## config.mk

```make
export PLATFORM = sky130hd
export DESIGN_NAME = step_response_metrics
export DESIGN_NICKNAME = d
export VERILOG_FILES = /design/src/rtl/core/srm_pkg.sv /design/src/rtl/core/srm_ctrl.sv /design/src/rtl/core/srm_dp.sv /design/src/rtl/core/step_response_metrics.sv
export SDC_FILE = /design/constraint.sdc
export NUM_CORES = 1
export LEC_CHECK = 0
export ABC_AREA = 1
export BUFFER_PORTS_ARGS = -buffer_cell sky130_fd_sc_hd__buf_2
export CAP_MARGIN = 0
export CORE_ASPECT_RATIO = 0.7
export CORE_UTILIZATION = 40
export DETAILED_ROUTE_END_ITERATION = 7
export PLACE_DENSITY_LB_ADDON = 0.1
export SLEW_MARGIN = 10
export SYNTH_ARGS = -nofsm -noshare
export SYNTH_HDL_FRONTEND = slang
export SYNTH_SLANG_ARGS = --single-unit
```

## constraint.sdc

```tcl
create_clock -name clk_i -period 7.41 [get_ports clk_i]
set_clock_uncertainty 0.2 [all_clocks]
set_input_delay 1.482 -clock clk_i [delete_from_list [all_inputs] [get_ports clk_i]]
set_output_delay 1.482 -clock clk_i [all_outputs]
set_load 0.01 [all_outputs]
```

## src/rtl/core/srm_pkg.sv

```systemverilog
// Package for the step response metrics block.
// Holds the controller states, the command and status structs and fixed port widths.
// Used by srm_ctrl, srm_dp and step_response_metrics.
package srm_pkg;

  localparam int unsigned CFG_DATA_W = 32;
  localparam int unsigned TIME_PORT_W = 32;
  localparam int unsigned VALUE_PORT_W = 32;
  localparam int unsigned MAG_PORT_W = 31;
  localparam int unsigned RATIO_PORT_W = 32;

  // Configuration register indexes.
  localparam logic CFG_FINAL_VALUE = 1'b0;
  localparam logic CFG_STEP_TIME = 1'b1;

  typedef enum logic [1:0] {
    ST_IDLE,
    ST_FINISH,
    ST_DIV,
    ST_DONE
  } srm_state_e;

  typedef struct packed {
    logic accept;
    logic finish;
    logic div_step;
    logic publish;
  } srm_cmd_t;

  typedef struct packed {
    logic need_div;
    logic div_last;
  } srm_sts_t;

endpackage

```

## src/rtl/core/srm_ctrl.sv

```systemverilog
// Controller of the step response metrics block.
// Sequences sample intake, the end-of-record pass, the ratio division and the result hand-off.
// Depends on srm_pkg.
module srm_ctrl (
  input  logic             clk_i,
  input  logic             rst_ni,
  input  logic             in_valid_i,
  input  logic             last_sample_i,
  output logic             in_ready_o,
  input  logic             out_ready_i,
  output logic             out_valid_o,
  input  srm_pkg::srm_sts_t sts_i,
  output srm_pkg::srm_cmd_t cmd_o
);
  import srm_pkg::*;

  srm_state_e state_q, state_d;
  logic       out_valid_q, out_valid_d;
  logic       slot_free;

  assign slot_free = !out_valid_q || out_ready_i;

  always_comb begin
    state_d = state_q;
    case (state_q)
      ST_IDLE: begin
        if (in_valid_i && last_sample_i) begin
          state_d = ST_FINISH;
        end
      end
      ST_FINISH: begin
        state_d = sts_i.need_div ? ST_DIV : ST_DONE;
      end
      ST_DIV: begin
        if (sts_i.div_last) begin
          state_d = ST_DONE;
        end
      end
      ST_DONE: begin
        if (slot_free) begin
          state_d = ST_IDLE;
        end
      end
      default: state_d = ST_IDLE;
    endcase
  end

  always_comb begin
    in_ready_o       = (state_q == ST_IDLE);
    cmd_o.accept     = (state_q == ST_IDLE) && in_valid_i;
    cmd_o.finish     = (state_q == ST_FINISH);
    cmd_o.div_step   = (state_q == ST_DIV);
    cmd_o.publish    = (state_q == ST_DONE) && slot_free;
    if (cmd_o.publish) begin
      out_valid_d = 1'b1;
    end else if (out_ready_i) begin
      out_valid_d = 1'b0;
    end else begin
      out_valid_d = out_valid_q;
    end
  end

  assign out_valid_o = out_valid_q;

  always_ff @(posedge clk_i or negedge rst_ni) begin
    if (!rst_ni) begin
      state_q     <= ST_IDLE;
      out_valid_q <= 1'b0;
    end else begin
      state_q     <= state_d;
      out_valid_q <= out_valid_d;
    end
  end

`ifndef SYNTHESIS
  // A new result never overwrites one that the receiver has not taken.
  assert property (@(posedge clk_i) disable iff (!rst_ni)
    cmd_o.publish |-> (!out_valid_q || out_ready_i))
    else $error("result published over a pending one");

  // The last sample of a record always starts the end-of-record pass.
  assert property (@(posedge clk_i) disable iff (!rst_ni)
    (in_valid_i && in_ready_o && last_sample_i) |=> (state_q == ST_FINISH))
    else $error("last sample did not start the finish pass");

  // The final division step hands over to the result stage.
  assert property (@(posedge clk_i) disable iff (!rst_ni)
    (state_q == ST_DIV && sts_i.div_last) |=> (state_q == ST_DONE))
    else $error("division did not end in the result stage");
`endif

endmodule

```

## src/rtl/core/srm_dp.sv

```systemverilog
// Datapath of the step response metrics block.
// Holds the configuration, the running record state, a bit-serial divider and the result registers.
// Depends on srm_pkg.
module srm_dp #(
  parameter int unsigned VALUE_WIDTH = 32,
  parameter int unsigned FRAC_BITS   = 16,
  parameter int unsigned TIME_WIDTH  = 32
) (
  input  logic                                 clk_i,
  input  logic                                 rst_ni,
  input  srm_pkg::srm_cmd_t                    cmd_i,
  output srm_pkg::srm_sts_t                    sts_o,
  input  logic                                 cfg_we_i,
  input  logic                                 cfg_idx_i,
  input  logic [srm_pkg::CFG_DATA_W-1:0]       cfg_wdata_i,
  input  logic [srm_pkg::TIME_PORT_W-1:0]      sample_time_i,
  input  logic signed [srm_pkg::VALUE_PORT_W-1:0] sample_value_i,
  output logic                                 has_data_o,
  output logic [srm_pkg::MAG_PORT_W-1:0]       max_magnitude_o,
  output logic [srm_pkg::RATIO_PORT_W-1:0]     overshoot_ratio_o,
  output logic [31:0]                          final_error_o,
  output logic                                 settled_o,
  output logic [31:0]                          settling_time_o
);
  import srm_pkg::*;

  localparam int unsigned VW = VALUE_WIDTH;
  localparam int unsigned TW = TIME_WIDTH;
  localparam int unsigned EW = VW + 1;          // signed difference width
  localparam int unsigned BW = VW + 7;          // room for 50 times a difference
  localparam int unsigned DW = VW + 1 + FRAC_BITS; // dividend bits
  localparam int unsigned CW = $clog2(DW);

  // Configuration.
  logic signed [VW-1:0] fval_q;
  logic [VW-1:0]        fabs_q;
  logic [TW-1:0]        step_q;

  // Record state.
  logic                 seen_q;
  logic [VW-1:0]        mag_q;
  logic signed [VW-1:0] peak_q;
  logic signed [VW-1:0] last_q;
  logic [TW-1:0]        entry_q;
  logic                 run_q;

  // Divider.
  logic [VW-1:0]        rem_q;
  logic [DW-1:0]        dvd_q;
  logic [31:0]          quo_q;
  logic                 ovf_q;
  logic [CW-1:0]        cnt_q;

  // Held results.
  logic                 res_has_q;
  logic [30:0]          res_mag_q;
  logic [31:0]          res_err_q;
  logic                 res_set_q;
  logic [31:0]          res_time_q;

  // Output registers.
  logic                 out_has_q;
  logic [30:0]          out_mag_q;
  logic [31:0]          out_ratio_q;
  logic [31:0]          out_err_q;
  logic                 out_set_q;
  logic [31:0]          out_time_q;

  logic [63:0]          wdata_ext, time_ext, value_ext;
  logic signed [VW-1:0] cfg_val, x;
  logic [VW-1:0]        cfg_abs, x_abs;
  logic [TW-1:0]        cfg_time, t;
  logic [EW-1:0]        d_raw, d_abs, e_raw, e_abs, num;
  logic [BW-1:0]        d_wide, band_prod;
  logic                 in_band, t_ge, take;
  logic [63:0]          mag_ext, err_ext, entry_ext;
  logic [VW-1:0]        rem_sh;
  logic                 qbit;

  // Inputs wider than the working width are cut; narrower ones are zero-extended first.
  assign wdata_ext = 64'(cfg_wdata_i);
  assign time_ext  = 64'(sample_time_i);
  assign value_ext = 64'($unsigned(sample_value_i));
  assign cfg_val   = wdata_ext[VW-1:0];
  assign cfg_time  = wdata_ext[TW-1:0];
  assign x         = value_ext[VW-1:0];
  assign t         = time_ext[TW-1:0];

  assign cfg_abs = cfg_val[VW-1] ? ((~cfg_val) + VW'(1)) : cfg_val;
  assign x_abs   = x[VW-1] ? ((~x) + VW'(1)) : x;

  // Band test: 50 * |x - F| <= |F|.
  assign d_raw     = {x[VW-1], x} - {fval_q[VW-1], fval_q};
  assign d_abs     = d_raw[EW-1] ? ((~d_raw) + EW'(1)) : d_raw;
  assign d_wide    = BW'(d_abs);
  assign band_prod = (d_wide << 5) + (d_wide << 4) + (d_wide << 1);
  assign in_band   = band_prod <= BW'(fabs_q);

  assign t_ge = t >= step_q;
  assign take = seen_q || t_ge;

  // End-of-record values.
  assign e_raw     = {last_q[VW-1], last_q} - {fval_q[VW-1], fval_q};
  assign e_abs     = e_raw[EW-1] ? ((~e_raw) + EW'(1)) : e_raw;
  assign num       = {peak_q[VW-1], peak_q} - {fval_q[VW-1], fval_q};
  assign mag_ext   = 64'(mag_q);
  assign err_ext   = 64'(e_abs);
  assign entry_ext = 64'(entry_q);

  assign sts_o.need_div = seen_q && (fval_q != '0) && (peak_q > fval_q);
  assign sts_o.div_last = (cnt_q == '0);

  // One restoring step per cycle; the remainder stays below |F|.
  assign rem_sh = {rem_q[VW-2:0], dvd_q[DW-1]};
  assign qbit   = rem_sh >= fabs_q;

  always_ff @(posedge clk_i or negedge rst_ni) begin
    if (!rst_ni) begin
      fval_q  <= '0;
      fabs_q  <= '0;
      step_q  <= '0;
      seen_q  <= 1'b0;
      mag_q   <= '0;
      peak_q  <= '0;
      last_q  <= '0;
      entry_q <= '0;
      run_q   <= 1'b0;
      cnt_q   <= '0;
    end else begin
      if (cfg_we_i) begin
        case (cfg_idx_i)
          CFG_FINAL_VALUE: begin
            fval_q <= cfg_val;
            fabs_q <= cfg_abs;
          end
          CFG_STEP_TIME: step_q <= cfg_time;
          default: ;
        endcase
      end
      if (cmd_i.accept && take) begin
        seen_q <= 1'b1;
        if (x_abs > mag_q) begin
          mag_q <= x_abs;
        end
        // The first counted sample seeds the peak.
        if (!seen_q || (x > peak_q)) begin
          peak_q <= x;
        end
        last_q <= x;
        if (!in_band) begin
          run_q <= 1'b0;
        end else if (!run_q) begin
          run_q   <= 1'b1;
          entry_q <= t;
        end
      end
      if (cmd_i.finish) begin
        seen_q  <= 1'b0;
        mag_q   <= '0;
        peak_q  <= '0;
        last_q  <= '0;
        entry_q <= '0;
        run_q   <= 1'b0;
        cnt_q   <= CW'(DW - 1);
      end else if (cmd_i.div_step) begin
        cnt_q <= cnt_q - CW'(1);
      end
    end
  end

  always_ff @(posedge clk_i) begin
    if (cmd_i.finish) begin
      res_has_q  <= seen_q;
      res_mag_q  <= (mag_ext > 64'h7FFF_FFFF) ? 31'h7FFF_FFFF : mag_ext[30:0];
      res_err_q  <= !seen_q ? 32'h0 :
                    (err_ext > 64'hFFFF_FFFF) ? 32'hFFFF_FFFF : err_ext[31:0];
      res_set_q  <= run_q;
      res_time_q <= run_q ? entry_ext[31:0] : 32'h0;
      rem_q      <= '0;
      dvd_q      <= DW'(num) << FRAC_BITS;
      quo_q      <= '0;
      ovf_q      <= 1'b0;
    end else if (cmd_i.div_step) begin
      rem_q <= qbit ? (rem_sh - fabs_q) : rem_sh;
      dvd_q <= dvd_q << 1;
      quo_q <= {quo_q[30:0], qbit};
      ovf_q <= ovf_q | quo_q[31];
    end
    if (cmd_i.publish) begin
      out_has_q   <= res_has_q;
      out_mag_q   <= res_mag_q;
      out_ratio_q <= ovf_q ? 32'hFFFF_FFFF : quo_q;
      out_err_q   <= res_err_q;
      out_set_q   <= res_set_q;
      out_time_q  <= res_time_q;
    end
  end

  assign has_data_o        = out_has_q;
  assign max_magnitude_o   = out_mag_q;
  assign overshoot_ratio_o = out_ratio_q;
  assign final_error_o     = out_err_q;
  assign settled_o         = out_set_q;
  assign settling_time_o   = out_time_q;

endmodule

```

## src/rtl/core/step_response_metrics.sv

```systemverilog
// Step response metrics: one running pass over a sampled record, one result per record.
// Channels: sample requests in (valid/ready), one metrics request out per record
// (valid/ready), and a plain write port for final_value (index 0) and step_time (index 1).
// Samples are taken one per cycle while no record is being closed. Samples before the
// first one at or after step_time are ignored. The request that carries last_sample
// closes the record: once that request is accepted, the block runs the end-of-record
// pass, then the ratio division when an overshoot ratio has to be divided out, and
// then publishes the result to the output register. The bit-serial divider makes one
// quotient bit per cycle; no sample is taken while it runs.
// The result sits in an output register, so samples of the next record keep flowing
// while it waits; if the receiver still stalls when the next record closes, the block
// holds that record's result and accepts no sample until the pending one is taken.
// Reset clears the configuration to zero, empties the record and drops any result.
// Values are signed Q16.16; ratio and errors saturate at their field widths.
module step_response_metrics #(
  parameter int unsigned VALUE_WIDTH = 32,
  parameter int unsigned FRAC_BITS   = 16,
  parameter int unsigned TIME_WIDTH  = 32
) (
  input  logic                                    clk_i,
  input  logic                                    rst_ni,
  input  logic                                    cfg_we_i,
  input  logic                                    cfg_idx_i,
  input  logic [srm_pkg::CFG_DATA_W-1:0]          cfg_wdata_i,
  input  logic                                    in_valid_i,
  output logic                                    in_ready_o,
  input  logic [srm_pkg::TIME_PORT_W-1:0]         sample_time_i,
  input  logic signed [srm_pkg::VALUE_PORT_W-1:0] sample_value_i,
  input  logic                                    last_sample_i,
  output logic                                    out_valid_o,
  input  logic                                    out_ready_i,
  output logic                                    has_data_o,
  output logic [srm_pkg::MAG_PORT_W-1:0]          max_magnitude_o,
  output logic [srm_pkg::RATIO_PORT_W-1:0]        overshoot_ratio_o,
  output logic [31:0]                             final_error_o,
  output logic                                    settled_o,
  output logic [31:0]                             settling_time_o
);
  import srm_pkg::*;

  srm_cmd_t cmd;
  srm_sts_t sts;

  srm_ctrl u_ctrl (
    .clk_i        (clk_i),
    .rst_ni       (rst_ni),
    .in_valid_i   (in_valid_i),
    .last_sample_i(last_sample_i),
    .in_ready_o   (in_ready_o),
    .out_ready_i  (out_ready_i),
    .out_valid_o  (out_valid_o),
    .sts_i        (sts),
    .cmd_o        (cmd)
  );

  srm_dp #(
    .VALUE_WIDTH(VALUE_WIDTH),
    .FRAC_BITS  (FRAC_BITS),
    .TIME_WIDTH (TIME_WIDTH)
  ) u_dp (
    .clk_i            (clk_i),
    .rst_ni           (rst_ni),
    .cmd_i            (cmd),
    .sts_o            (sts),
    .cfg_we_i         (cfg_we_i),
    .cfg_idx_i        (cfg_idx_i),
    .cfg_wdata_i      (cfg_wdata_i),
    .sample_time_i    (sample_time_i),
    .sample_value_i   (sample_value_i),
    .has_data_o       (has_data_o),
    .max_magnitude_o  (max_magnitude_o),
    .overshoot_ratio_o(overshoot_ratio_o),
    .final_error_o    (final_error_o),
    .settled_o        (settled_o),
    .settling_time_o  (settling_time_o)
  );

endmodule

```

==> metrics.txt, run 1 <==
post-layout util 0.5035; Placed Area 44890 sq um; vias in the first global route 33452; Clock Power Share 0.117; drt pass-1 iters 6; worst setup path category input port to flop; clk_lat worst skew 0.66 ns; DRC 0; Crit path required time 7.78 ns; final hold vios 0; Core ar. roughly 96000 sq um; EDFF count, synth roughly 260; Syn Nets between 5000 and 6000; startpoint class of the critical path input port; Distinct cells, synth 61; actual slew at the worst max-slew pin roughly 1.2 ns; cell area after layout 48290 sq um; Final ANT Viol Nets 0; Critical Path Start sample_value_i[0]; Post-Syn Area 38660 sq um; Max Root-Sink Buffers 3; Synth Instances 5097; post-synth top area share 0.2012; Layout area overhead 24.90%; Final setup viols 23; vias per inst ~5.2; mean post-synth cell area 7.586 sq um; critical path fanouts, max 17; outcome finished with violations; final worst-path cycle share 1.019; vias 36785; Placer Congestion 1.002; pwr/cell area 550.9 nW/um^2; Yosys reg bits 557; Tightest Hold Check Type flop to flop; total track usage 0.2759; Comb power frac 0.691; TritonCTS buffer count 59; CTS Root Cell clkbuf_16; Wirelength per Cell about 19 um; Max Cap Violations 0; YS warnings 0; Worst Setup End Kind flop; grt total ovfl 0; dpl hpwl ~110000 um; H-Tree Depth 2; Design Power 26.61 mW; boundary pin count between 200 and 250; final worst setup slack -0.1383 ns; Die Ht 262.1 um; asr flop ratio synth 0.4201; Sw Share 0.4729; initial antenna violation count 12; RR Startpoint u_dp.fval_q[22]; first-pass GRT wire length 206800 um; fmax approximately 130 MHz; Int Power 14.02 mW; max incr delay on CP 0.49 ns; NumNets Final 6234; max reg flops 33; placed insts 6965; sequential area share after synthesis 0.3857; Post-Route WL 137600 um; crit path DAT 7.92 ns; Synth area leaders edfxtp_1, dfrtp_1, nand2_1, ha_1, inv_1; largest net degree at the start of global routing 138; VDD IR-drop max 0.6383 mV; Final Max Tran Viols 0; Top cell by count, worst path nand2_1; Leak 24.05 nW; Final Non-Filler Cells 7113; initial DRC count 3498; beginning of the worst hold path u_dp.res_mag_q[8]; # rows 95; CTS tree built; RSZ-0062 raised after global routing true; chip width 373.6 um; PortBufs 233; layout cells sized above 1 0.2089; sequential share of power 0.192; NetSw between 10 and 15 mW; Die ar. approximately 98000 sq um; largest reg by FF count u_dp.dvd_q; clock transition at the registers of the reported paths approximately 0.06 ns; Synth area leader edfxtp_1; Slew HR 0.2164; failing checks negative setup slack; top_reg_cell synth edfxtp_1; TritonCTS Sinks 557; CP max-delay cell fa_1; initial core utilization 0.4031; minimum clock period 7.548 ns
[worst max-delay path, delay by kind of cell]
family	cells	cell delay, ns
AOI/OAI and AO/OA	2	0.13
buffers and inverters	14	1.72
xor gates and xnor gates	2	0.40
and+or+nand+nor	25	2.55
adders and majority gates	5	1.61
[placed cells by master (no fill, tap or decap), types with 17 or more instances in the layout]
| cell type | count |
|---|---|
| xnor2_1 | 27 |
| dfrtp_1 | 234 |
| dfxtp_1 | 64 |
| clkbuf_16 | 64 |
| fa_1 | 27 |
| nor4_1 | 23 |
| o221ai_1 | 20 |
| a31oi_1 | 36 |
| inv_1 | 718 |
| edfxtp_1 | 259 |
| o21bai_1 | 22 |
| ha_1 | 280 |
| nor3_1 | 44 |
| a21oi_2 | 32 |
| nor2_2 | 52 |
| buf_4 | 503 |
| nand3_1 | 326 |
| nor2_4 | 17 |
| a21oi_1 | 257 |
| ha_4 | 24 |
| nand2_2 | 82 |
| o21ai_1 | 18 |
| o21ai_0 | 271 |
| o211ai_1 | 21 |
| inv_2 | 33 |
| nand4_1 | 112 |
| nor2_1 | 412 |
| nand2_1 | 1237 |
| buf_2 | 231 |
| xor2_1 | 101 |
| or2_2 | 41 |
[path summary, 6_finish.rpt]
kind,slack [ns],depth (start not counted),end
worst max-delay path,-0.14,48,u_dp.entry_q[17]
worst min-delay path,0.22,0,u_dp.max_magnitude_o[8]
worst max register to register,0.34,45,u_dp.entry_q[17]
worst min register to register,0.22,0,u_dp.max_magnitude_o[8]
max in group asynchronous,4.89,2,u_dp.entry_q[23]
min in group asynchronous,0.69,1,u_dp.peak_q[22]
[logic make-up after synthesis]
logic type               Yosys count  synth area share
AO/OA/AOI/OAI                    773            0.1118
AND/OR/NAND/NOR                 2405            0.2666
XOR/XNOR                         148           0.03420
adder cells (fa/ha/maj)          336            0.1144
flip-flops                       557            0.3857
buffers and inverters            878           0.08728
[layer usage]
metal	vias up	global-route usage	part of all wire
li1	18225	-	-
met1	17092	0.4382	0.51
met2	1336	0.3599	0.37
met3	128	0.08115	0.10
met4	4	0.04938	0.017
met5	-	0	0.00064
[synthesized netlist by cell type (64+ instances only)]
master,count
a21oi_1,287
clkbuf_1,81
dfrtp_1,234
dfxtp_1,64
edfxtp_1,259
ha_1,307
inv_1,734
nand2_1,1290
nand3_1,338
nand4_1,112
nor2_1,459
o21ai_0,289
xor2_1,117
[what timing repair did]
item,CTS,global route
cloned,3,2
pin swaps,47,51
setup endpoints to repair,33,33
gates resized for setup,146,111
setup buffers,20,8
hold buffers,0,0
hold endpoints to repair,0,0
[per-stage QoR]
stage | hold slack, ns | setup WS [ns] | TNS [ns]
floorplan | 0.2003 | -0.07016 | -1.677
global placement | 0.2027 | -0.9777 | -32.05
detailed placement | 0.2045 | -1.059 | -34.47
CTS | 0.2188 | 0.004492 | 0
global route | 0.2231 | -0.4500 | -11.98
finish | 0.2151 | -0.1383 | -2.161
[power groups by stage]
stage | sequential (mW) | combinational [mW] | clock [mW]
5_1_grt | 5.19 | 20.3 | 3.30
6_report | 5.10 | 18.4 | 3.12
2_1_floorplan | 5.10 | 9.50 | 0
3_5_place_dp | 5.13 | 16.4 | 0
3_3_place_gp | 5.12 | 16.3 | 0
4_1_cts | 5.08 | 17.7 | 3.19
[layout make-up]
cell class              instances  area [sq um]
fillers                      9490         47630
multi-input cells            3662         21540
flip-flops and latches        557         14910
repair buffers                758          5375
inverters                     757          2848
clock buffers                  74          1637
well taps                    1261          1578
clock inverters                38         390.4
diodes                          6         15.01
No activity file was read; power rests on OpenSTA's default activity.
==> inputs of run 2 (changes only) <==
CORE_MARGIN = 1.5   (was unset)
CTS_CLUSTER_SIZE = 14   (was unset)
==> metrics.txt, run 2 (synthesized netlist as in run 1, its figures left out) <==
CTS Root Cell clkbuf_16; Tightest Hold Check Type flop to flop; vias per inst 5.179; Final setup viols 0; Core ar. 95920 sq um; Fill cells ~9500; total track usage 0.2714; Die ar. a little under 100000 sq um; CP max-delay cell fa_1; Leak approximately 24 nW; Final ANT Viol Nets 0; # rows 95; Final Max Tran Viols 0; CTS tree built; Worst Setup End Kind flop; Post-Route WL about 140000 um; Max Cap Violations 0; Wirelength per Cell 19.25 um; outcome finished clean; drt pass-1 iters 6; worst slack at placement -1.077 ns; clock transition at the registers of the reported paths 0.06 ns; initial core utilization 0.4031; crit path DAT 7.66 ns; startpoint class of the critical path input port; chip width about 370 um; Max Root-Sink Buffers 3; layout cells sized above 1 0.2081; largest net degree at the start of global routing 148; largest reg by FF count u_dp.dvd_q; Top cell by count, worst path nand2_1; initial antenna violation count 14; critical path fanouts, max 8; minimum clock period 7.262 ns; VDD IR-drop max 0.5094 mV; NumNets Final 6224; fmax 137.7 MHz; Layout area overhead 24.94%; vias 36785; dpl hpwl between 100000 and 150000 um; Slew HR 0.2787; Post-CTS Hold Fix Bufs 0; commonest non-fill, non-tap cell in the layout nand2_1; H-Tree Depth 2; Die Ht approximately 260 um; pwr/cell area 557.7 nW/um^2; grt total ovfl 0; actual slew at the worst max-slew pin 1.082 ns; clk_lat worst skew 0.66 ns; PortBufs 233; RSZ-0062 raised after global routing true; max reg flops 33; final worst-path cycle share 0.9801; most frequent cells in the layout nand2_1, inv_1, buf_4, nor2_1, nand3_1; TritonCTS Sinks 557; worst setup path category input port to flop; first-pass GRT wire length 205700 um; Crit path required time 7.81 ns; final hold vios 0; vias in the first global route 33595; Placer Congestion 0.9992; final worst setup slack 0.1478 ns; boundary pin count 234; Hold WS roughly 0.21 ns; initial DRC count 3465; max incr delay on CP 0.48 ns; DRC 0; TritonCTS buffer count 58
-- run 2: critical path, delay by kind of cell --
| family | cells | cell delay (ns) |
|---|---|---|
| AOI/OAI and AO/OA | 2 | 0.19 |
| xor gates and xnor gates | 2 | 0.43 |
| buffers and inverters | 10 | 1.36 |
| adders and majority gates | 4 | 1.40 |
| and+or+nand+nor | 21 | 2.75 |
-- run 2: cell type report --
type / instances / area, sq um / share of cell area
sequential: 557 / 14910 / 0.3087
tap: 1261 / 1578 / 0.03266
antenna: 7 / 17.52 / 0.0003626
timing repair buffer: 749 / 5260 / 0.1089
clock buffer: 74 / 1562 / 0.03232
clock inverter: 36 / 425.4 / 0.008806
inverter: 757 / 2850 / 0.05900
multi-input combinational: 3662 / 21700 / 0.4492
-- run 2: final timing paths --
kind	from	to	slack [ns]	cells after the start
max reg2reg	u_dp.fval_q[20]	u_dp.entry_q[18]	0.60	40
max in group asynchronous	rst_ni	u_dp.last_q[4]	5.01	2
min	u_dp.res_err_q[31]	u_dp.final_error_o[31]	0.21	0
min in group asynchronous	rst_ni	u_dp.peak_q[27]	0.63	1
min reg2reg	u_dp.res_err_q[31]	u_dp.final_error_o[31]	0.21	0
max	sample_value_i[3]	u_dp.entry_q[18]	0.15	39
-- run 2: power by group --
part	switching [mW]	internal [mW]	total, mW	leakage, nW
logic	10.9	7.84	18.8	17.0
registers	0.517	4.57	5.08	6.08
clock network	1.33	1.75	3.07	0.948
total	12.8	14.2	26.9	24.0
-- run 2: per-layer routing --
metal  track usage  up-vias  share of wire
li1              -    18190              -
met1        0.4381    17181           0.51
met2        0.3483     1253           0.37
met3       0.07350      159          0.099
met4       0.05735        2          0.020
met5             0        -       0.000066
-- run 2: stage by stage --
step	power, mW	utilization	std cells	TNS (ns)	area, sq um
after floorplan	14.60	-	5097	-1.677	38830
after global placement	21.34	0.4678	6964	-33.13	44870
after detailed placement	21.43	0.4678	6964	-35.19	44870
after CTS	25.23	0.4934	7081	0	47330
after global routing	29.19	0.5035	7100	-4.772	48300
final	26.94	0.5036	7103	0	48310
-- run 2: what timing repair did --
action,4_1_cts,5_1_grt
endpoints found under the setup margin,33,33
pin swaps,49,98
setup buffers,8,14
resized for setup,81,194
gates cloned,3,1
